`src/rtl/wnns_pkg.sv`:
```
package wnns_pkg;

    // Sizing
    localparam int MAX_POINTS = 1024;
    localparam int COORD_BITS = 20;
    localparam int POS_W      = 10;
    localparam int ADDR_W     = $clog2(MAX_POINTS);
    localparam int IDX_W      = ((ADDR_W > POS_W) ? ADDR_W : POS_W) + 3;
    localparam int CHAIN_W    = 11;
    localparam int WIN_W      = 10;
    localparam int SPAN_W     = 6;
    localparam int CFG_W      = 11;
    localparam int CFG_IDX_W  = 2;

    // Distance limit: 999 units with 8 fractional bits
    localparam int LIMIT_RAW = 999 * 256;
    localparam int LIM_W     = $clog2(LIMIT_RAW);
    localparam int SQ_W      = 2 * LIM_W;
    localparam int SUM_W     = SQ_W + 2;
    localparam int CMP_W     = (COORD_BITS + 1 > LIM_W) ? COORD_BITS + 1 : LIM_W;
    localparam logic [SUM_W-1:0] LIMIT_SQ =
        SUM_W'(longint'(LIMIT_RAW) * longint'(LIMIT_RAW));

    // Drain after the last candidate issue, until its best-so-far update has landed
    localparam int DRAIN_CYC = 3;
    localparam int DRAIN_W   = $clog2(DRAIN_CYC);

    // Opcodes
    localparam logic OP_LOAD  = 1'b0;
    localparam logic OP_QUERY = 1'b1;

    // Configuration register indexes
    typedef enum logic [CFG_IDX_W-1:0] {
        CFG_CHAIN  = 2'd0,
        CFG_WINDOW = 2'd1,
        CFG_SPAN   = 2'd2
    } t_cfg_idx;

    typedef logic signed [IDX_W-1:0] t_sidx;

    typedef struct packed {
        logic signed [COORD_BITS-1:0] x;
        logic signed [COORD_BITS-1:0] y;
        logic signed [COORD_BITS-1:0] z;
    } t_point;

    typedef struct packed {
        logic                         opcode;
        logic [POS_W-1:0]             position;
        logic signed [COORD_BITS-1:0] coord_x;
        logic signed [COORD_BITS-1:0] coord_y;
        logic signed [COORD_BITS-1:0] coord_z;
    } t_in;

    typedef struct packed {
        logic [POS_W-1:0] nearest_pos;
        logic             nearest_found;
        logic [POS_W-1:0] reverse_pos;
        logic             reverse_found;
        logic [POS_W-1:0] forward_pos;
        logic             forward_found;
        logic [POS_W-1:0] backward_pos;
        logic             backward_found;
    } t_out;

    typedef struct packed {
        logic [CHAIN_W-1:0] chain_length;
        logic [WIN_W-1:0]   search_window;
        logic [SPAN_W-1:0]  exclude_span;
    } t_cfg;

    // Point store access
    typedef struct packed {
        logic              we;
        logic [ADDR_W-1:0] waddr;
        t_point            wdata;
        logic [ADDR_W-1:0] raddr;
    } t_mem_req;

    // Candidate tag entering the distance unit
    typedef struct packed {
        logic              vld;
        logic [ADDR_W-1:0] pos;
    } t_dist_tag;

    // Distance unit result
    typedef struct packed {
        logic                       vld;
        logic                       ok;
        logic [ADDR_W-1:0]          pos;
        logic [2:0][SQ_W-1:0]       sq;
    } t_dist_res;

    typedef enum logic [2:0] {
        S_IDLE,
        S_QLOAD,
        S_SETUP,
        S_SCAN,
        S_DRAIN,
        S_END,
        S_DONE
    } t_state;

    typedef enum logic [1:0] {
        P_NEAR,
        P_REV,
        P_FWD,
        P_BWD
    } t_pass;

endpackage

```
`src/rtl/wnns_dist.sv`:
```
module wnns_dist import wnns_pkg::*; (
    input  logic      i_clk,
    input  logic      i_rst_n,
    input  t_dist_tag i_tag,
    input  t_point    i_q,
    input  t_point    i_p,
    output t_dist_res o_res
);

    logic signed [COORD_BITS-1:0] qa [3];
    logic signed [COORD_BITS-1:0] pa [3];
    logic signed [COORD_BITS:0]   diff [3];
    logic [COORD_BITS:0]          mag [3];
    logic [2:0]                   over;

    logic [LIM_W-1:0]             r_abs [3];
    logic                         r_over;
    t_dist_tag                    r_tag1;
    t_dist_res                    r_res;

    assign qa[0] = i_q.x;
    assign qa[1] = i_q.y;
    assign qa[2] = i_q.z;
    assign pa[0] = i_p.x;
    assign pa[1] = i_p.y;
    assign pa[2] = i_p.z;

    // Stage 1: per-axis absolute difference and limit check
    always_comb begin
        for (int k = 0; k < 3; k++) begin
            diff[k] = (COORD_BITS+1)'(qa[k]) - (COORD_BITS+1)'(pa[k]);
            mag[k]  = diff[k][COORD_BITS] ? (COORD_BITS+1)'(-diff[k])
                                          : (COORD_BITS+1)'(diff[k]);
            over[k] = CMP_W'(mag[k]) >= CMP_W'(LIMIT_RAW);
        end
    end

    always_ff @(posedge i_clk) begin
        if (!i_rst_n) begin
            r_tag1.vld <= 1'b0;
        end else begin
            r_tag1.vld <= i_tag.vld;
        end
        r_tag1.pos <= i_tag.pos;
        r_over     <= |over;
        for (int k = 0; k < 3; k++) begin
            r_abs[k] <= LIM_W'(mag[k]);
        end
    end

    // Stage 2: squares, one lane per axis
    always_ff @(posedge i_clk) begin
        if (!i_rst_n) begin
            r_res.vld <= 1'b0;
        end else begin
            r_res.vld <= r_tag1.vld;
        end
        r_res.pos <= r_tag1.pos;
        r_res.ok  <= !r_over;
        for (int k = 0; k < 3; k++) begin
            r_res.sq[k] <= SQ_W'(r_abs[k]) * SQ_W'(r_abs[k]);
        end
    end

    assign o_res = r_res;

endmodule

```
`config.mk`:
```
export PLATFORM = sky130hd
export DESIGN_NAME = wnns_dist
export DESIGN_NICKNAME = d
export VERILOG_FILES = /design/src/rtl/wnns_pkg.sv /design/src/rtl/wnns_dist.sv
export SDC_FILE = /design/constraint.sdc
export NUM_CORES = 2
export LEC_CHECK = 0
export BUFFER_PORTS_ARGS = -buffer_cell sky130_fd_sc_hd__buf_2
export CORE_MARGIN = 3
export CORE_UTILIZATION = 60
export DETAILED_ROUTE_END_ITERATION = 10
export PLACE_DENSITY = 0.75
export REMOVE_ABC_BUFFERS = 1
export SYNTH_ARGS = -nofsm -noshare
export SYNTH_HDL_FRONTEND = slang
export SYNTH_SLANG_ARGS = --single-unit
```
`constraint.sdc`:
```
create_clock -name i_clk -period 13.65 [get_ports i_clk]
set_input_delay 0.6825 -clock i_clk [delete_from_list [all_inputs] [get_ports i_clk]]
set_output_delay 0.6825 -clock i_clk [all_outputs]
set_load 0.01 [all_outputs]
```
==> results.sh <==
export IMPL_status="finished, final reports clean"
export IMPL_grt_pass1_vias=27550
export IMPL_fmax_mhz=137.3
export IMPL_grt_use_met1_pct=33.63
export IMPL_finalSetupTns_ns=0
export IMPL_r2r_end="o_res[32]$_DFF_P_"
export IMPL_hold_violations=0
export IMPL_synth_edf_count=0
export IMPL_finalSetupViolCount=0
export IMPL_crit_type="reg -> reg"
export IMPL_vias=26270
export IMPL_floorplan_rows=88
export IMPL_reg2reg_from="r_abs[0][5]$_DFF_P_"
export IMPL_grt_antenna_before_repair=3
export IMPL_holdBufCountCts=0
export IMPL_core_um2=58140
export IMPL_layout_drive_gt1_share_pct=7.679
export IMPL_die_area_um2=62250
export IMPL_drc=0
export IMPL_setup_ws_ns=6.365
export IMPL_yosysMostFrequentCell="inv_1"
export IMPL_post_cts_buffers=0
export IMPL_grt_usage_pct=26.33
export IMPL_synth_avg_cell_area_um2=8.950
export IMPL_multiInputGateArea_um2=27640
export IMPL_slowest_delay_ns=0.86
export IMPL_vias_per_cell=5.327
export IMPL_cts_tree="built"
export IMPL_end_kind="flip-flop"
export IMPL_portBuffers=249
export IMPL_post_route_period_util_pct=53.37
export IMPL_syn_area_um2=35580
export IMPL_whs_path_depth=1
export IMPL_synth_seq_cells=183
export IMPL_max_cap_violations=0
export IMPL_finalWirelength_um=78350
export IMPL_seq_area_frac_synth_pct=10.30
export IMPL_n_fill_cell=4864
export IMPL_cpMostUsedCell="fa_1"
export IMPL_ios=253
export IMPL_grt_first_pass_wirelength_um=132500
export IMPL_yosys_area_top_type="fa_1"
export IMPL_rsz0062_at_grt="no"
export IMPL_dpl_cell_count=4900
export IMPL_r2r_cells=21
export IMPL_grt_max_degree=20
export IMPL_required_ns=14.10
export IMPL_cp_slowest_cell="dfxtp_1"
export IMPL_cp_max_fo=18
export IMPL_yosys_warnings=0
export IMPL_min_from="i_tag[2]"
export IMPL_relSlewSlack_pct=20.64
export IMPL_clkLatencyLatePin_ns=0.52
export IMPL_grt_overflow=0
export IMPL_ys_top_cells_by_count="1,048 x inv_1, 654 x fa_1, 399 x ha_1, 364 x nand2_1"
export IMPL_die_width_um=249.5
export IMPL_area_growth_pct=6.946
export IMPL_drt_antenna_violating_nets=0
export IMPL_start_util_pct=61.20
export IMPL_ff_latch_area_um2=3664
export IMPL_cts_sinks=183
export IMPL_finClkSkew_ns=0.01997
export IMPL_rrSetupSlack_ns=6.37
export IMPL_wl_per_cell_um=15.89
export IMPL_use_met3_pct=5.252
export IMPL_dp_hpwl_um=66970
export IMPL_synthCells=3975
export IMPL_min_period_ns=7.285
export IMPL_synth_top_cell_area_share_pct=36.80
export IMPL_grt_busiest_layer="met2"
export IMPL_synthTopCellsByArea="fa_1 37%, ha_1 14%, inv_1 11%"
export IMPL_num_antenna_cells=0
export IMPL_clkTransAtPathRegs_ns=0.08
export IMPL_start_kind="flip-flop"
export IMPL_die_height_um=249.5
export IMPL_nets=5340
export IMPL_grt_use_met2_pct=44.81
export IMPL_dr_pass1_iters=7
export IMPL_finalMaxSlewViolations=0
export IMPL_place_gp_congestion=0.9175
export IMPL_clock_path_buffers=2
export IMPL_clockRootBuffer="clkbuf_16"
export IMPL_synthDistinctLibCells=80
export IMPL_synth_main_ff_cell="dfxtp_1"
export IMPL_min_to="r_tag1[2]$_DFF_P_"
export IMPL_synth_async_reset_ratio_pct=0
export IMPL_fin_cells=4932
export IMPL_tightest_slew_ns=1.180
export IMPL_cp_cell_sequence="nand2_1 -> fa_1 -> fa_1 -> fa_1 -> inv_1 -> fa_1 -> fa_1 -> inv_1 -> fa_1 -> inv_1 -> ha_1 -> a21o_1 -> a21o_1 -> a21o_1 -> a21o_1 -> a221o_1 -> a221oi_1 -> o211ai_1 -> a31o_2 -> a21oi_1 -> xnor2_1"
export IMPL_dp_slack_ns=6.428
export IMPL_drt_iter0_drc=1397
export IMPL_hp_class="in -> reg"
export IMPL_cts_max_level=4
export IMPL_cts_resized=0
export IMPL_numCtsBuffers=17
export IMPL_critPathArrivalTime_ns=7.73
==> final cells by class <==
class | instances | area share, %
multi-input cells | 2655 | 72.64
inverters | 1048 | 10.34
flip-flops and latches | 183 | 9.629
well taps | 765 | 2.516
clock buffers | 17 | 1.118
repair buffers | 249 | 3.275
clock inverters | 15 | 0.4801
==> worst max-delay path by stage <==
stage | end | startpoint | cells after the start
2_1_floorplan | o_res[28]$_DFF_P_ | r_abs[0][5]$_DFF_P_ | 22
3_5_place_dp | o_res[32]$_DFF_P_ | r_abs[0][5]$_DFF_P_ | 21
3_3_place_gp | o_res[32]$_DFF_P_ | r_abs[0][5]$_DFF_P_ | 21
6_report | o_res[32]$_DFF_P_ | r_abs[0][5]$_DFF_P_ | 21
5_1_grt | o_res[34]$_DFF_P_ | r_abs[0][8]$_DFF_P_ | 22
4_1_cts | o_res[32]$_DFF_P_ | r_abs[0][5]$_DFF_P_ | 21
==> state kept, by name, summed over array words and instances (netlist names) <==
name,cells
o_res,117
r_tag1,11
r_over,1
r_abs,54
==> kinds of logic after synthesis <==
group                    after synthesis  share of synthesized area [%]
buffers and inverters               1139                          12.06
adder cells (fa/ha/maj)             1053                          50.83
AND/OR/NAND/NOR                      923                          12.67
AO/OA/AOI/OAI                        459                          8.729
XOR/XNOR                             208                          5.142
flip-flops                           183                          10.30
multiplexers                           9                         0.2638
other                                  1                        0.01054
==> cell usage in the layout (no fill, tap or decap), types with 77 or more instances in the layout <==
cell type	synthesis	routed
a21oi_1	124	124
and2_1	183	183
buf_2	2	249
dfxtp_1	183	183
fa_1	654	654
ha_1	399	399
inv_1	1048	1048
nand2_1	364	364
nor2_1	138	138
o21ai_0	77	77
xnor2_1	140	140
==> metrics by stage <==
| step | hold slack, ns | utilization, % | instance area [um^2] |
|---|---|---|---|
| after floorplan | 0.3096 | - | 35230 |
| after global placement | 0.3097 | 64.40 | 37440 |
| after detailed placement | 0.3136 | 64.40 | 37440 |
| after CTS | 0.2244 | 65.45 | 38050 |
| after global routing | 0.2411 | 65.45 | 38050 |
| final | 0.2714 | 65.45 | 38050 |
==> critical path, delay by kind of cell (launching register included) <==
kind,cells,cell delay (ns)
xor gates and xnor gates,1,0.13
adders and majority gates,7,3.45
AOI/OAI and AO/OA,9,2.46
and+or+nand+nor,1,0.17
DFF,1,0.86
buffers and inverters,3,0.14
==> layer usage <==
metal | up-vias | routed length (um)
met2 | 697 | 38220
li1 | 12510 | -
met3 | 125 | 5038
met1 | 12930 | 32480
met4 | 6 | 2575
met5 | - | 37
Power is left out: the tool's default activity adds up to more than one toggle a clock period on the data nets, which glitch-free logic cannot reach.
