==> src/rtl/wnns_pkg.sv <==
package wnns_pkg;

    // Sizing
    localparam int MAX_POINTS = 1024;
    localparam int COORD_BITS = 20;
    localparam int POS_W      = 10;
    localparam int ADDR_W     = $clog2(MAX_POINTS);
    localparam int IDX_W      = ((ADDR_W > POS_W) ? ADDR_W : POS_W) + 3;
    localparam int CHAIN_W    = 11;
    localparam int WIN_W      = 10;
    localparam int SPAN_W     = 6;
    localparam int CFG_W      = 11;
    localparam int CFG_IDX_W  = 2;

    // Distance limit: 999 units with 8 fractional bits
    localparam int LIMIT_RAW = 999 * 256;
    localparam int LIM_W     = $clog2(LIMIT_RAW);
    localparam int SQ_W      = 2 * LIM_W;
    localparam int SUM_W     = SQ_W + 2;
    localparam int CMP_W     = (COORD_BITS + 1 > LIM_W) ? COORD_BITS + 1 : LIM_W;
    localparam logic [SUM_W-1:0] LIMIT_SQ =
        SUM_W'(longint'(LIMIT_RAW) * longint'(LIMIT_RAW));

    // Drain after the last candidate issue, until its best-so-far update has landed
    localparam int DRAIN_CYC = 3;
    localparam int DRAIN_W   = $clog2(DRAIN_CYC);

    // Opcodes
    localparam logic OP_LOAD  = 1'b0;
    localparam logic OP_QUERY = 1'b1;

    // Configuration register indexes
    typedef enum logic [CFG_IDX_W-1:0] {
        CFG_CHAIN  = 2'd0,
        CFG_WINDOW = 2'd1,
        CFG_SPAN   = 2'd2
    } t_cfg_idx;

    typedef logic signed [IDX_W-1:0] t_sidx;

    typedef struct packed {
        logic signed [COORD_BITS-1:0] x;
        logic signed [COORD_BITS-1:0] y;
        logic signed [COORD_BITS-1:0] z;
    } t_point;

    typedef struct packed {
        logic                         opcode;
        logic [POS_W-1:0]             position;
        logic signed [COORD_BITS-1:0] coord_x;
        logic signed [COORD_BITS-1:0] coord_y;
        logic signed [COORD_BITS-1:0] coord_z;
    } t_in;

    typedef struct packed {
        logic [POS_W-1:0] nearest_pos;
        logic             nearest_found;
        logic [POS_W-1:0] reverse_pos;
        logic             reverse_found;
        logic [POS_W-1:0] forward_pos;
        logic             forward_found;
        logic [POS_W-1:0] backward_pos;
        logic             backward_found;
    } t_out;

    typedef struct packed {
        logic [CHAIN_W-1:0] chain_length;
        logic [WIN_W-1:0]   search_window;
        logic [SPAN_W-1:0]  exclude_span;
    } t_cfg;

    // Point store access
    typedef struct packed {
        logic              we;
        logic [ADDR_W-1:0] waddr;
        t_point            wdata;
        logic [ADDR_W-1:0] raddr;
    } t_mem_req;

    // Candidate tag entering the distance unit
    typedef struct packed {
        logic              vld;
        logic [ADDR_W-1:0] pos;
    } t_dist_tag;

    // Distance unit result
    typedef struct packed {
        logic                       vld;
        logic                       ok;
        logic [ADDR_W-1:0]          pos;
        logic [2:0][SQ_W-1:0]       sq;
    } t_dist_res;

    typedef enum logic [2:0] {
        S_IDLE,
        S_QLOAD,
        S_SETUP,
        S_SCAN,
        S_DRAIN,
        S_END,
        S_DONE
    } t_state;

    typedef enum logic [1:0] {
        P_NEAR,
        P_REV,
        P_FWD,
        P_BWD
    } t_pass;

endpackage

==> src/rtl/wnns_ctrl.sv <==
module wnns_ctrl import wnns_pkg::*; (
    input  logic      i_clk,
    input  logic      i_rst_n,
    input  logic      i_in_valid,
    output logic      o_in_stall,
    input  t_in       i_in_data,
    input  t_cfg      i_cfg,
    input  logic      i_out_free,
    output logic      o_res_vld,
    output t_out      o_res,
    output t_mem_req  o_mem,
    input  t_point    i_rd_data,
    output t_dist_tag o_tag,
    output t_point    o_q,
    input  t_dist_res i_dist
);

    t_state             r_state, n_state;
    t_pass              r_pass, n_pass;
    logic [POS_W-1:0]   r_pos;
    logic               r_q_in;
    t_point             r_q;
    t_sidx              r_cur, r_to, r_ex_lo, r_ex_hi;
    logic               r_down;
    logic               r_excl;
    logic [DRAIN_W-1:0] r_drain;
    t_dist_tag          r_tag;
    logic               r_found;
    logic [SUM_W-1:0]   r_best;
    logic [ADDR_W-1:0]  r_bpos;
    t_out               r_res;

    logic               in_acc;
    logic               q_acc;
    t_sidx              s_pos, s_win, s_span, s_chain, s_max, s_len, s_last;
    t_sidx              s_qpos;
    t_sidx              f_from, f_to;
    logic               f_down, f_excl, f_force_empty, f_empty;
    logic               skip;
    logic               last;
    logic [SUM_W-1:0]   dsum;
    logic               win;

    function automatic t_sidx f_smax(input t_sidx a, input t_sidx b);
        f_smax = (a > b) ? a : b;
    endfunction

    function automatic t_sidx f_smin(input t_sidx a, input t_sidx b);
        f_smin = (a < b) ? a : b;
    endfunction

    assign in_acc = (r_state == S_IDLE) && i_in_valid;
    assign q_acc  = in_acc && (i_in_data.opcode == OP_QUERY);
    assign s_qpos = t_sidx'(i_in_data.position);

    // Chain bounds and query position as signed indexes
    always_comb begin
        s_pos   = t_sidx'(r_pos);
        s_win   = t_sidx'(i_cfg.search_window);
        s_span  = t_sidx'(i_cfg.exclude_span);
        s_chain = t_sidx'(i_cfg.chain_length);
        s_max   = t_sidx'(MAX_POINTS);
        s_len   = (s_chain > s_max) ? s_max : s_chain;
        s_last  = s_len - t_sidx'(1);
    end

    // Scan range of the current pass
    always_comb begin
        f_from        = t_sidx'(0);
        f_to          = t_sidx'(0);
        f_down        = 1'b0;
        f_excl        = 1'b0;
        f_force_empty = 1'b0;
        case (r_pass)
            P_NEAR: begin
                f_from = f_smax(t_sidx'(0), s_pos - s_win);
                f_to   = f_smin(s_last, s_pos + s_win);
                f_excl = 1'b1;
            end
            P_REV: begin
                f_excl        = 1'b1;
                f_force_empty = !r_res.nearest_found;
                if (r_res.nearest_pos > r_pos) begin
                    f_from = f_smax(t_sidx'(0), s_pos - s_win);
                    f_to   = f_smin(s_pos - t_sidx'(1), s_last);
                end else begin
                    f_from = s_pos + t_sidx'(1);
                    f_to   = f_smin(s_last, s_pos + s_win);
                end
            end
            P_FWD: begin
                f_from = s_pos + s_span;
                f_to   = s_last;
            end
            P_BWD: begin
                f_from = f_smin(s_pos - s_span, s_last);
                f_to   = t_sidx'(0);
                f_down = 1'b1;
            end
            default: begin
                f_force_empty = 1'b1;
            end
        endcase
        f_empty = f_force_empty || (f_down ? (f_from < f_to) : (f_from > f_to));
    end

    assign skip = r_excl && (r_cur >= r_ex_lo) && (r_cur <= r_ex_hi);
    assign last = (r_cur == r_to);

    // Best-so-far compare on the distance unit output
    assign dsum = SUM_W'(i_dist.sq[0]) + SUM_W'(i_dist.sq[1]) + SUM_W'(i_dist.sq[2]);
    assign win  = i_dist.vld && i_dist.ok && (dsum < r_best);

    // State register
    always_ff @(posedge i_clk) begin
        if (!i_rst_n) begin
            r_state <= S_IDLE;
            r_pass  <= P_NEAR;
        end else begin
            r_state <= n_state;
            r_pass  <= n_pass;
        end
    end

    // Next state and handshake outputs
    always_comb begin
        n_state    = r_state;
        n_pass     = r_pass;
        o_in_stall = (r_state != S_IDLE);
        o_res_vld  = 1'b0;
        unique case (r_state)
            S_IDLE: begin
                if (q_acc) begin
                    n_state = S_QLOAD;
                    n_pass  = P_NEAR;
                end
            end
            S_QLOAD: begin
                n_state = S_SETUP;
            end
            S_SETUP: begin
                n_state = f_empty ? S_END : S_SCAN;
            end
            S_SCAN: begin
                if (last) begin
                    n_state = S_DRAIN;
                end
            end
            S_DRAIN: begin
                if (r_drain == DRAIN_W'(DRAIN_CYC - 1)) begin
                    n_state = S_END;
                end
            end
            S_END: begin
                unique case (r_pass)
                    P_NEAR:  n_pass = P_REV;
                    P_REV:   n_pass = P_FWD;
                    P_FWD:   n_pass = P_BWD;
                    P_BWD:   n_pass = P_BWD;
                    default: n_pass = P_NEAR;
                endcase
                n_state = (r_pass == P_BWD) ? S_DONE : S_SETUP;
            end
            S_DONE: begin
                if (i_out_free) begin
                    o_res_vld = 1'b1;
                    n_state   = S_IDLE;
                end
            end
            default: begin
                n_state = S_IDLE;
            end
        endcase
    end

    // Store access: loads write at accept; reads follow the scan index, else the input position
    always_comb begin
        o_mem.we    = in_acc && (i_in_data.opcode == OP_LOAD) &&
                      (s_qpos < t_sidx'(MAX_POINTS));
        o_mem.waddr = ADDR_W'(i_in_data.position);
        o_mem.wdata = {i_in_data.coord_x, i_in_data.coord_y, i_in_data.coord_z};
        o_mem.raddr = (r_state == S_SCAN) ? r_cur[ADDR_W-1:0]
                                          : ADDR_W'(i_in_data.position);
    end

    // Control registers
    always_ff @(posedge i_clk) begin
        if (!i_rst_n) begin
            r_tag.vld <= 1'b0;
            r_found   <= 1'b0;
            r_drain   <= '0;
            r_res     <= '0;
        end else begin
            // tag lines up with the registered store read
            r_tag.vld <= (r_state == S_SCAN) && !skip;

            if (r_state == S_DRAIN) begin
                r_drain <= r_drain + DRAIN_W'(1);
            end else begin
                r_drain <= '0;
            end

            if (r_state == S_SETUP) begin
                r_found <= 1'b0;
            end else if (win) begin
                r_found <= 1'b1;
            end

            // one result slot per pass
            if (q_acc) begin
                r_res <= '0;
            end else if (r_state == S_END) begin
                case (r_pass)
                    P_NEAR: begin
                        r_res.nearest_pos   <= POS_W'(r_bpos);
                        r_res.nearest_found <= r_found;
                    end
                    P_REV: begin
                        r_res.reverse_pos   <= POS_W'(r_bpos);
                        r_res.reverse_found <= r_found;
                    end
                    P_FWD: begin
                        r_res.forward_pos   <= POS_W'(r_bpos);
                        r_res.forward_found <= r_found;
                    end
                    P_BWD: begin
                        r_res.backward_pos   <= POS_W'(r_bpos);
                        r_res.backward_found <= r_found;
                    end
                    default: begin
                        r_res <= r_res;
                    end
                endcase
            end
        end
        // candidate index travels with its valid bit
        r_tag.pos <= r_cur[ADDR_W-1:0];
    end

    // Datapath registers
    always_ff @(posedge i_clk) begin
        if (q_acc) begin
            r_pos  <= i_in_data.position;
            r_q_in <= s_qpos < t_sidx'(MAX_POINTS);
        end

        // query point; outside the store it sits at the origin
        if (r_state == S_QLOAD) begin
            r_q <= r_q_in ? i_rd_data : '0;
        end

        if (r_state == S_SETUP) begin
            r_cur   <= f_from;
            r_to    <= f_to;
            r_down  <= f_down;
            r_excl  <= f_excl;
            r_ex_lo <= s_pos - s_span;
            r_ex_hi <= s_pos + s_span;
        end else if (r_state == S_SCAN) begin
            r_cur <= r_down ? r_cur - t_sidx'(1) : r_cur + t_sidx'(1);
        end

        if (r_state == S_SETUP) begin
            r_best <= LIMIT_SQ;
            r_bpos <= '0;
        end else if (win) begin
            r_best <= dsum;
            r_bpos <= i_dist.pos;
        end
    end

    assign o_tag = r_tag;
    assign o_q   = r_q;
    assign o_res = r_res;

    // Candidates always stay inside the chain
    a_scan_in_chain: assert property (@(posedge i_clk) disable iff (!i_rst_n)
        (r_state == S_SCAN) |-> (r_cur >= t_sidx'(0) && r_cur <= s_last))
        else $error("scan index outside chain");

    // Reverse result is only possible with a nearest result
    a_rev_needs_near: assert property (@(posedge i_clk) disable iff (!i_rst_n)
        r_res.reverse_found |-> r_res.nearest_found)
        else $error("reverse found without nearest");

    // A found candidate is always inside the distance limit
    a_best_in_limit: assert property (@(posedge i_clk) disable iff (!i_rst_n)
        r_found |-> (r_best < LIMIT_SQ))
        else $error("best distance beyond limit");

    // Backward pass is the last one
    a_done_after_bwd: assert property (@(posedge i_clk) disable iff (!i_rst_n)
        (r_state == S_END && r_pass == P_BWD) |=> (r_state == S_DONE))
        else $error("sequencer skipped result");

    // Distance pipeline is drained whenever the block is idle
    a_idle_drained: assert property (@(posedge i_clk) disable iff (!i_rst_n)
        (r_state == S_IDLE) |-> !i_dist.vld)
        else $error("distance result while idle");

endmodule

==> config.mk <==
export PLATFORM = sky130hd
export DESIGN_NAME = wnns_ctrl
export DESIGN_NICKNAME = d
export VERILOG_FILES = /design/src/rtl/wnns_pkg.sv /design/src/rtl/wnns_ctrl.sv
export SDC_FILE = /design/constraint.sdc
export NUM_CORES = 1
export LEC_CHECK = 0
export BUFFER_PORTS_ARGS = -buffer_cell sky130_fd_sc_hd__buf_2
export CORE_MARGIN = 2
export CORE_UTILIZATION = 35
export DETAILED_ROUTE_END_ITERATION = 10
export PLACE_DENSITY = 0.57
export REMOVE_ABC_BUFFERS = 1
export SLEW_MARGIN = 0
export SYNTH_ARGS = -nofsm -noshare
export SYNTH_HDL_FRONTEND = slang
export SYNTH_SLANG_ARGS = --single-unit
==> constraint.sdc <==
create_clock -name i_clk -period 16 [get_ports i_clk]
set_input_delay 3.2 -clock i_clk [delete_from_list [all_inputs] [get_ports i_clk]]
set_output_delay 3.2 -clock i_clk [all_outputs]
set_load 0.02 [all_outputs]
==> metrics, run 1 <==
Placed Area 19100 um2; Setup WS pre-CTS 6.48 ns; Residual DRC 0; Layout Area Growth over Synthesis 16.4%; post-synthesis register bit count 229; Arr. time, crit path 9.55 ns; Post-Layout Cell Count 2766; Syn Inst Count 1847; syn_area_per_cell 9.28 um2; Async SR Flop Fraction 0; clock root buffer clkbuf_16; FILL cells 4865; Leak Pwr 9.09 nW; vias in the first global route 14300; crit-path max FO 8; clock skew 0.0126 ns; GP Congestion 0.907; leading register cell type out of synthesis edfxtp_1; final core occ 0.410; area of the core 48600 um2; post-synthesis sequential area ratio 0.336; Post-synth EDFFs 118; max-slew violation count 0; die width 225 um; nets@finish 2639; Startpoint Class input port; met1 usage 0.264; Max Clk Rate 110 MHz; Multi-input gate area 10000 um2; Netlist cell types 86; vias per std cell 5.32; leading area contributor after synthesis edfxtp_1; outcome complete, no violations; CTS Buf Count 26; Sequential Area 5770 um2; Hold Violations, Final 0; Reg clk slew, reported paths 0.06 ns; post-CTS setup buffer count 0; met2 Resource Use GR 0.356; largest stage delay on the critical path 0.51 ns; met3 usage 0.0737; top-area cell type share of the netlist area 0.207; Post-Route WL 56200 um; Hold Crit Class flip-flop to flip-flop; critical path endpoint category flip-flop; max-cap viol count 0; DIE AREA 50700 um2; IO buf count 359; DP HPWL 45000 um; CTS H-tree depth 1; CTS tree yes; proportion of layout cells with a drive suffix above 1 0.211; initial drt markers 925; Vias 14700; fin area 19900 um2; Synthesis Warnings 0; Synth area leaders edfxtp_1 (21%), ha_1 (14%), dfxtp_1 (13%), fa_1 (4.9%), xnor2_1 (4.1%); Post-DRT Antenna Nets 0; wire length per cell 20.3 um; PwrDens 141 nW/um2; WS Path Type input port to flip-flop; relative slew slack 0.188; largest net degree at the start of global routing 61; Req. time, crit path 16.45 ns; grt peak-use layer met2; post-CTS sizing 0; antenna violations before repair 7; Rows 81; Peak supply drop 0.0783 mV; slowest cell on the critical path or3b_2; fin crit share 0.569; worst slew pin tran 1.21 ns; Die Ht 225 um; Total GRT Usage 0.216; Sink Count 229; iteration count of the initial detailed-routing pass 7; Ports 480; Final setup viols 0; final worst setup slack 6.90 ns; Cell Area, Synth 17100 um2; Starting Density 0.352; first-pass GRT wire length 83500 um; Max Root-Sink Buffers 3; clk_lat worst skew 0.56 ns; dpl cells 2717; Remaining Overflow, GRT 0; Final Critical Period 9.10 ns; Setup TNS Final 0 ns; hold_buf cts 0; RSZ-0062 raised after global routing false
[per-stage QoR]
step / hold WS [ns] / total power [W]
3_3_place_gp: 0.400 / 0.00220
4_1_cts: 0.415 / 0.00284
2_1_floorplan: 0.392 / 0.00184
6_report: 0.411 / 0.00282
5_1_grt: 0.427 / 0.00304
3_5_place_dp: 0.406 / 0.00223
[power by group]
group	total (W)	leakage, nW	switching, W	internal (W)
registers	0.000910	2.00	0.000105	0.000806
clock network	0.000604	0.410	0.000255	0.000348
logic	0.00130	6.68	0.000779	0.000525
total	0.00282	9.09	0.00114	0.00168
[layout make-up]
class	count	area share
antenna	2	0.000251
clock buffer	36	0.0360
clock inverter	11	0.00684
inverter	157	0.0295
multi-input combinational	1334	0.503
sequential	229	0.289
tap	622	0.0390
timing repair buffer	375	0.0961
[path summary, 6_finish.rpt]
check	slack [ns]	to	depth (start not counted)	from
max	6.90	r_state[1]	29	i_cfg[26]
max reg2reg	8.86	r_state[1]	29	r_pos[0]
min reg2reg	0.41	r_drain[0]	1	r_drain[0]
min	0.41	r_drain[0]	1	r_drain[0]
[synth_stat cells, types with 15 or more instances]
cell type / n
ha_1: 192
nand4_1: 21
inv_1: 148
nand3_1: 38
o21a_1: 25
dfxtp_1: 111
mux2i_1: 58
xnor2_1: 80
o21bai_1: 18
xor2_1: 18
a21o_1: 40
edfxtp_1: 118
o211ai_1: 16
nor2_1: 145
nand2_1: 155
a21oi_1: 129
a31oi_1: 19
a211oi_1: 21
o21ai_0: 82
clkbuf_1: 48
nor3_1: 30
nor2b_1: 23
buf_4: 71
fa_1: 42
nand2b_1: 15
[flip-flops by register name, indices dropped and copies added, names as in the netlist]
register  cells
r_ex_hi      10
r_state       3
r_to         12
o_res        44
r_drain       2
r_ex_lo      11
r_pass        2
r_cur        13
r_found       1
o_tag        11
r_best       38
r_bpos       10
o_q          60
r_down        1
r_excl        1
r_pos        10
[routing by layer]
metal  part of all wire  wire length (um)
met3              0.097              5440
met4              0.030              1680
met5             0.0064               358
met1               0.41             23200
met2               0.45             25500
[layout by cell type, fill, tap and decap left out, types with 42 or more instances in the layout]
cell type  count
buf_2        359
ha_1         192
nand2_1      155
inv_1        148
nor2_1       145
a21oi_1      129
edfxtp_1     118
dfxtp_1      111
o21ai_0       82
xnor2_1       80
mux2i_1       58
fa_1          42
[worst max-delay path, delay by kind of cell]
| family | cells | cell delay, ns |
|---|---|---|
| AOI/OAI and AO/OA | 18 | 3.59 |
| adders and majority gates | 3 | 1.04 |
| buffers and inverters | 2 | 0.39 |
| and+or+nand+nor | 6 | 1.32 |
[cells by family (layout without fill, tap and decap cells)]
group | count (synthesis) | in the layout | synth area share
and+or+nand+nor | 489 | 489 | 0.133
AOI/OAI and AO/OA | 443 | 443 | 0.171
buffers and inverters | 284 | 579 | 0.0784
adders and majority gates | 234 | 234 | 0.189
DFF | 229 | 229 | 0.336
xor gates and xnor gates | 98 | 98 | 0.0501
muxes | 70 | 70 | 0.0418
other | 0 | 2 | 0
Power figures use the tool's default switching activity.
==> run 2, diff against run 1 <==
- PLACE_DENSITY: 0.57 -> 0.59
- clock period: 16 -> 7.6 ns (I/O delays scaled with it)
==> run 2 against run 1 <==
  * Non-clock buffer count increased by 26
  * Largest power group unchanged
  * Die area stayed put
  * Cell count increased by 0.90%
  * Clock power grew 110%
  * Cell area is 1.1% higher
==> metrics, run 2 (same netlist as run 1, synthesis figures left out) <==
Arr. time, crit path 7.45 ns; slowest cell on the critical path or3b_2; hold_buf cts 0; final core occ 0.415; max FFs per register 60; Layout Area Growth over Synthesis 17.7%; Startpoint Class input port; area of the core 48600 um2; Sequential Area 5770 um2; proportion of layout cells with a drive suffix above 1 0.220; commonest non-fill, non-tap cell in the layout buf_2; vias per std cell 5.27; Leak Pwr 9.23 nW; max-slew violation count 0; CP top delay family compound AO/OA/AOI/OAI gates; DIE AREA 50700 um2; post-CTS sizing 0; Hold Crit Class flip-flop to flip-flop; largest stage delay on the critical path 0.48 ns; Post-Layout Cell Count 2791; Max Root-Sink Buffers 3; Setup TNS Final 0 ns; Setup WS pre-CTS 0.123 ns; crit path buf inv count 3; Starting Density 0.352; FILL cells 4820; CTS tree yes; max-cap viol count 0; Post-DRT Antenna Nets 0; Residual DRC 0; post-CTS setup buffer count 0; ANT cells 0; Sink Count 229; relative slew slack 0.308; commonest cells after routing, fill and taps aside buf_2 (359), ha_1 (192), nand2_1 (155), inv_1 (148), nor2_1 (145); Ports 480; DP HPWL 45000 um; Total GRT Usage 0.213; CTS H-tree depth 1; Final setup viols 0; Multi-input gate area 10000 um2; outcome complete, no violations; GP Congestion 0.940; Hold Violations, Final 0; clk_lat worst skew 0.55 ns; die width 225 um; WS Path Type input port to flip-flop; Peak supply drop 0.161 mV; initial drt markers 966; RSZ-0062 raised after global routing false; Rows 81; Max Clk Rate 144 MHz; CTS Buf Count 27; wire length per cell 20.0 um; Remaining Overflow, GRT 0; Req. time, crit path 8.09 ns; Final Critical Period 6.96 ns; dpl cells 2743; clock skew 0.00935 ns; fin crit share 0.916; antenna violations before repair 5; Post-Route WL 55800 um; final worst setup slack 0.638 ns; vias in the first global route 14400; nets@finish 2666; largest net degree at the start of global routing 61; Vias 14700; worst slew pin tran 1.03 ns; Die Ht 225 um; critical path endpoint category flip-flop; iteration count of the initial detailed-routing pass 6; PwrDens 297 nW/um2; clock root buffer clkbuf_16; crit-path max FO 8; Reg clk slew, reported paths 0.06 ns; first-pass GRT wire length 83000 um; IO buf count 359
[run 2: per-layer routing]
| layer | vias to the layer above | routed length [um] | track usage | part of all wire |
|---|---|---|---|---|
| met4 | 14 | 1170 | 0.0453 | 0.021 |
| met3 | 72 | 5180 | 0.0703 | 0.093 |
| met1 | 6869 | 23300 | 0.262 | 0.42 |
| met2 | 628 | 26000 | 0.359 | 0.47 |
| met5 | - | 179 | 0.0176 | 0.0032 |
| li1 | 7126 | - | - | - |
[run 2: through the flow]
step,power [W],hold slack [ns],cell area (um2)
finish,0.00599,0.409,20200
floorplan,0.00387,0.392,16400
global placement,0.00468,0.400,19300
CTS,0.00603,0.414,20200
global route,0.00645,0.446,20200
detailed placement,0.00473,0.406,19300
[run 2: cell type report]
type | count | share of cell area
clock inverters | 9 | 0.00540
multi-input cells | 1334 | 0.498
well taps | 622 | 0.0386
inverters | 157 | 0.0292
repair buffers | 401 | 0.105
flip-flops and latches | 229 | 0.286
clock buffers | 39 | 0.0377
[run 2: worst paths after layout]
| path | startpoint | end | slack, ns | cells past startpoint |
|---|---|---|---|---|
| setup / recovery | i_cfg[26] | r_state[1] | 0.64 | 30 |
| hold / removal | r_drain[0] | r_drain[0] | 0.41 | 1 |
| setup reg to reg | r_pos[2] | r_state[1] | 1.02 | 28 |
| hold reg to reg | r_drain[0] | r_drain[0] | 0.41 | 1 |
[run 2: report_power, final]
group          switching (W)  total (W)  internal (W)
Sequential          0.000224    0.00192       0.00170
Clock               0.000512    0.00127      0.000761
Combinational        0.00166    0.00280       0.00114
Total                0.00239    0.00599       0.00360
==> run 3, diff against run 2 <==
- BUFFER_PORTS_ARGS: -buffer_cell sky130_fd_sc_hd__buf_2 -> -buffer_cell sky130_fd_sc_hd__clkbuf_2
- HOLD_SLACK_MARGIN: default -> 0.08
==> run 3 against run 2 <==
  * Critical path depth did not move
  * Combinational power barely moved
  * Register-to-register slack got worse by 0.11 ns
  * Global-route usage fell by 0.28 points
  * Clock skew rose by 0.0048 ns
  * Hold slack improved by 0.0024 ns
  * Largest cell class unchanged
  * Largest power group unchanged
==> metrics, run 3 (same netlist as run 1, synthesis figures left out) <==
reg2reg setup slack 0.91 ns; clk_lat worst skew 0.56 ns; Peak supply drop 0.133 mV; crit-path max FO 8; FILL cells 4767; Req. time, crit path 8.05 ns; initial drt markers 913; wire length per cell 19.6 um; Startpoint Class input port; clock root buffer clkbuf_16; proportion of layout cells with a drive suffix above 1 0.223; GP Congestion 0.931; r2r worst-path depth 29; Layout Area Growth over Synthesis 18.0%; critical path endpoint category flip-flop; antenna violations before repair 4; Reg-to-Reg Start r_pos[0]; RSZ-0062 raised after global routing false; Final setup viols 0; PwrDens 297 nW/um2; post-CTS setup buffer count 0; Leak Pwr 9.29 nW; vias per std cell 5.30; Post-Route WL 55000 um; nets@finish 2670; Starting Density 0.352; post-CTS sizing 0; Rows 81; DP HPWL 44400 um; vias in the first global route 14600; r2r endpoint r_state[1]; Reg clk slew, reported paths 0.06 ns; DIE AREA 50700 um2; Setup WS pre-CTS 0.0896 ns; Hold Crit Class flip-flop to flip-flop; CTS Buf Count 28; max-cap viol count 0; Hold Violations, Final 0; max FFs per register 60; Arr. time, crit path 7.53 ns; fin crit share 0.932; first-pass GRT wire length 82400 um; IO buf count 359; Total GRT Usage 0.210; relative slew slack 0.311; hold_buf cts 0; largest stage delay on the critical path 0.48 ns; die width 225 um; final worst setup slack 0.520 ns; Max Clk Rate 141 MHz; hold_ws 0.412 ns; Hold Path End r_drain[0]; CTS tree yes; Sink Count 229; hold path depth 1; Remaining Overflow, GRT 0; Post-DRT Antenna Nets 0; worst slew pin tran 1.03 ns; area of the core 48600 um2; Die Ht 225 um; Residual DRC 0; commonest cells after routing, fill and taps aside clkbuf_2 (359), ha_1 (192), nand2_1 (155), inv_1 (148), nor2_1 (145); CTS H-tree depth 1; Worst path most repeated cell o21ai_0; Final Critical Period 7.08 ns; Hold Startpoint r_drain[0]; slowest cell on the critical path or3b_2; largest net degree at the start of global routing 71; WS Path Type input port to flip-flop; Ports 480; clock skew 0.0141 ns; iteration count of the initial detailed-routing pass 7; commonest non-fill, non-tap cell in the layout clkbuf_2; Vias 14800; Max Root-Sink Buffers 3; max-slew violation count 0; outcome complete, no violations
[run 3: cell type report]
class / count / area [um2] / area share
antenna: 2 / 5.00 / 0.000247
inverter: 157 / 589 / 0.0291
clock buffer: 33 / 723 / 0.0358
timing repair buffer: 404 / 2160 / 0.107
tap: 622 / 778 / 0.0385
clock inverter: 19 / 168 / 0.00829
sequential: 229 / 5770 / 0.285
multi-input combinational: 1334 / 10000 / 0.496
[run 3: critical path: cells and delay by family]
| family | cells | cell delay [ns] |
|---|---|---|
| AO/OA/AOI/OAI | 18 | 3.59 |
| AND/OR/NAND/NOR | 6 | 1.05 |
| buffers and inverters | 3 | 0.63 |
| adder cells (fa/ha/maj) | 3 | 0.75 |
[run 3: worst max path at each step]
stage,start,to,cells after the start
6_report,i_cfg[26],r_state[1],30
5_1_grt,i_cfg[7],r_state[1],31
4_1_cts,i_cfg[26],r_state[1],30
3_5_place_dp,i_cfg[26],r_state[1],30
3_3_place_gp,i_cfg[26],r_state[1],30
2_1_floorplan,i_dist[2],r_best[0],19
[run 3: per-layer routing]
metal	vias to the layer above	share of wire	global-route usage
li1	7136	-	-
met1	6978	0.41	0.255
met2	611	0.46	0.351
met3	95	0.098	0.0696
met4	8	0.025	0.0594
met5	-	0.0029	0.0274
[run 3: power breakdown]
| part | internal [W] | switching, W | leakage (nW) | total [W] |
|---|---|---|---|---|
| clock | 0.000752 | 0.000538 | 0.443 | 0.00129 |
| combinational | 0.00114 | 0.00164 | 6.85 | 0.00278 |
| sequential | 0.00170 | 0.000227 | 2.00 | 0.00192 |
[run 3: per-stage QoR]
step | area, um2 | cells | utilization | setup TNS, ns | power, W
floorplan | 16400 | 1720 | - | -289.71 | 0.00387
global placement | 19300 | 2746 | 0.397 | 0 | 0.00466
detailed placement | 19300 | 2746 | 0.397 | 0 | 0.00473
CTS | 20200 | 2798 | 0.416 | 0 | 0.00606
global route | 20200 | 2800 | 0.416 | 0 | 0.00648
finish | 20200 | 2800 | 0.416 | 0 | 0.00600
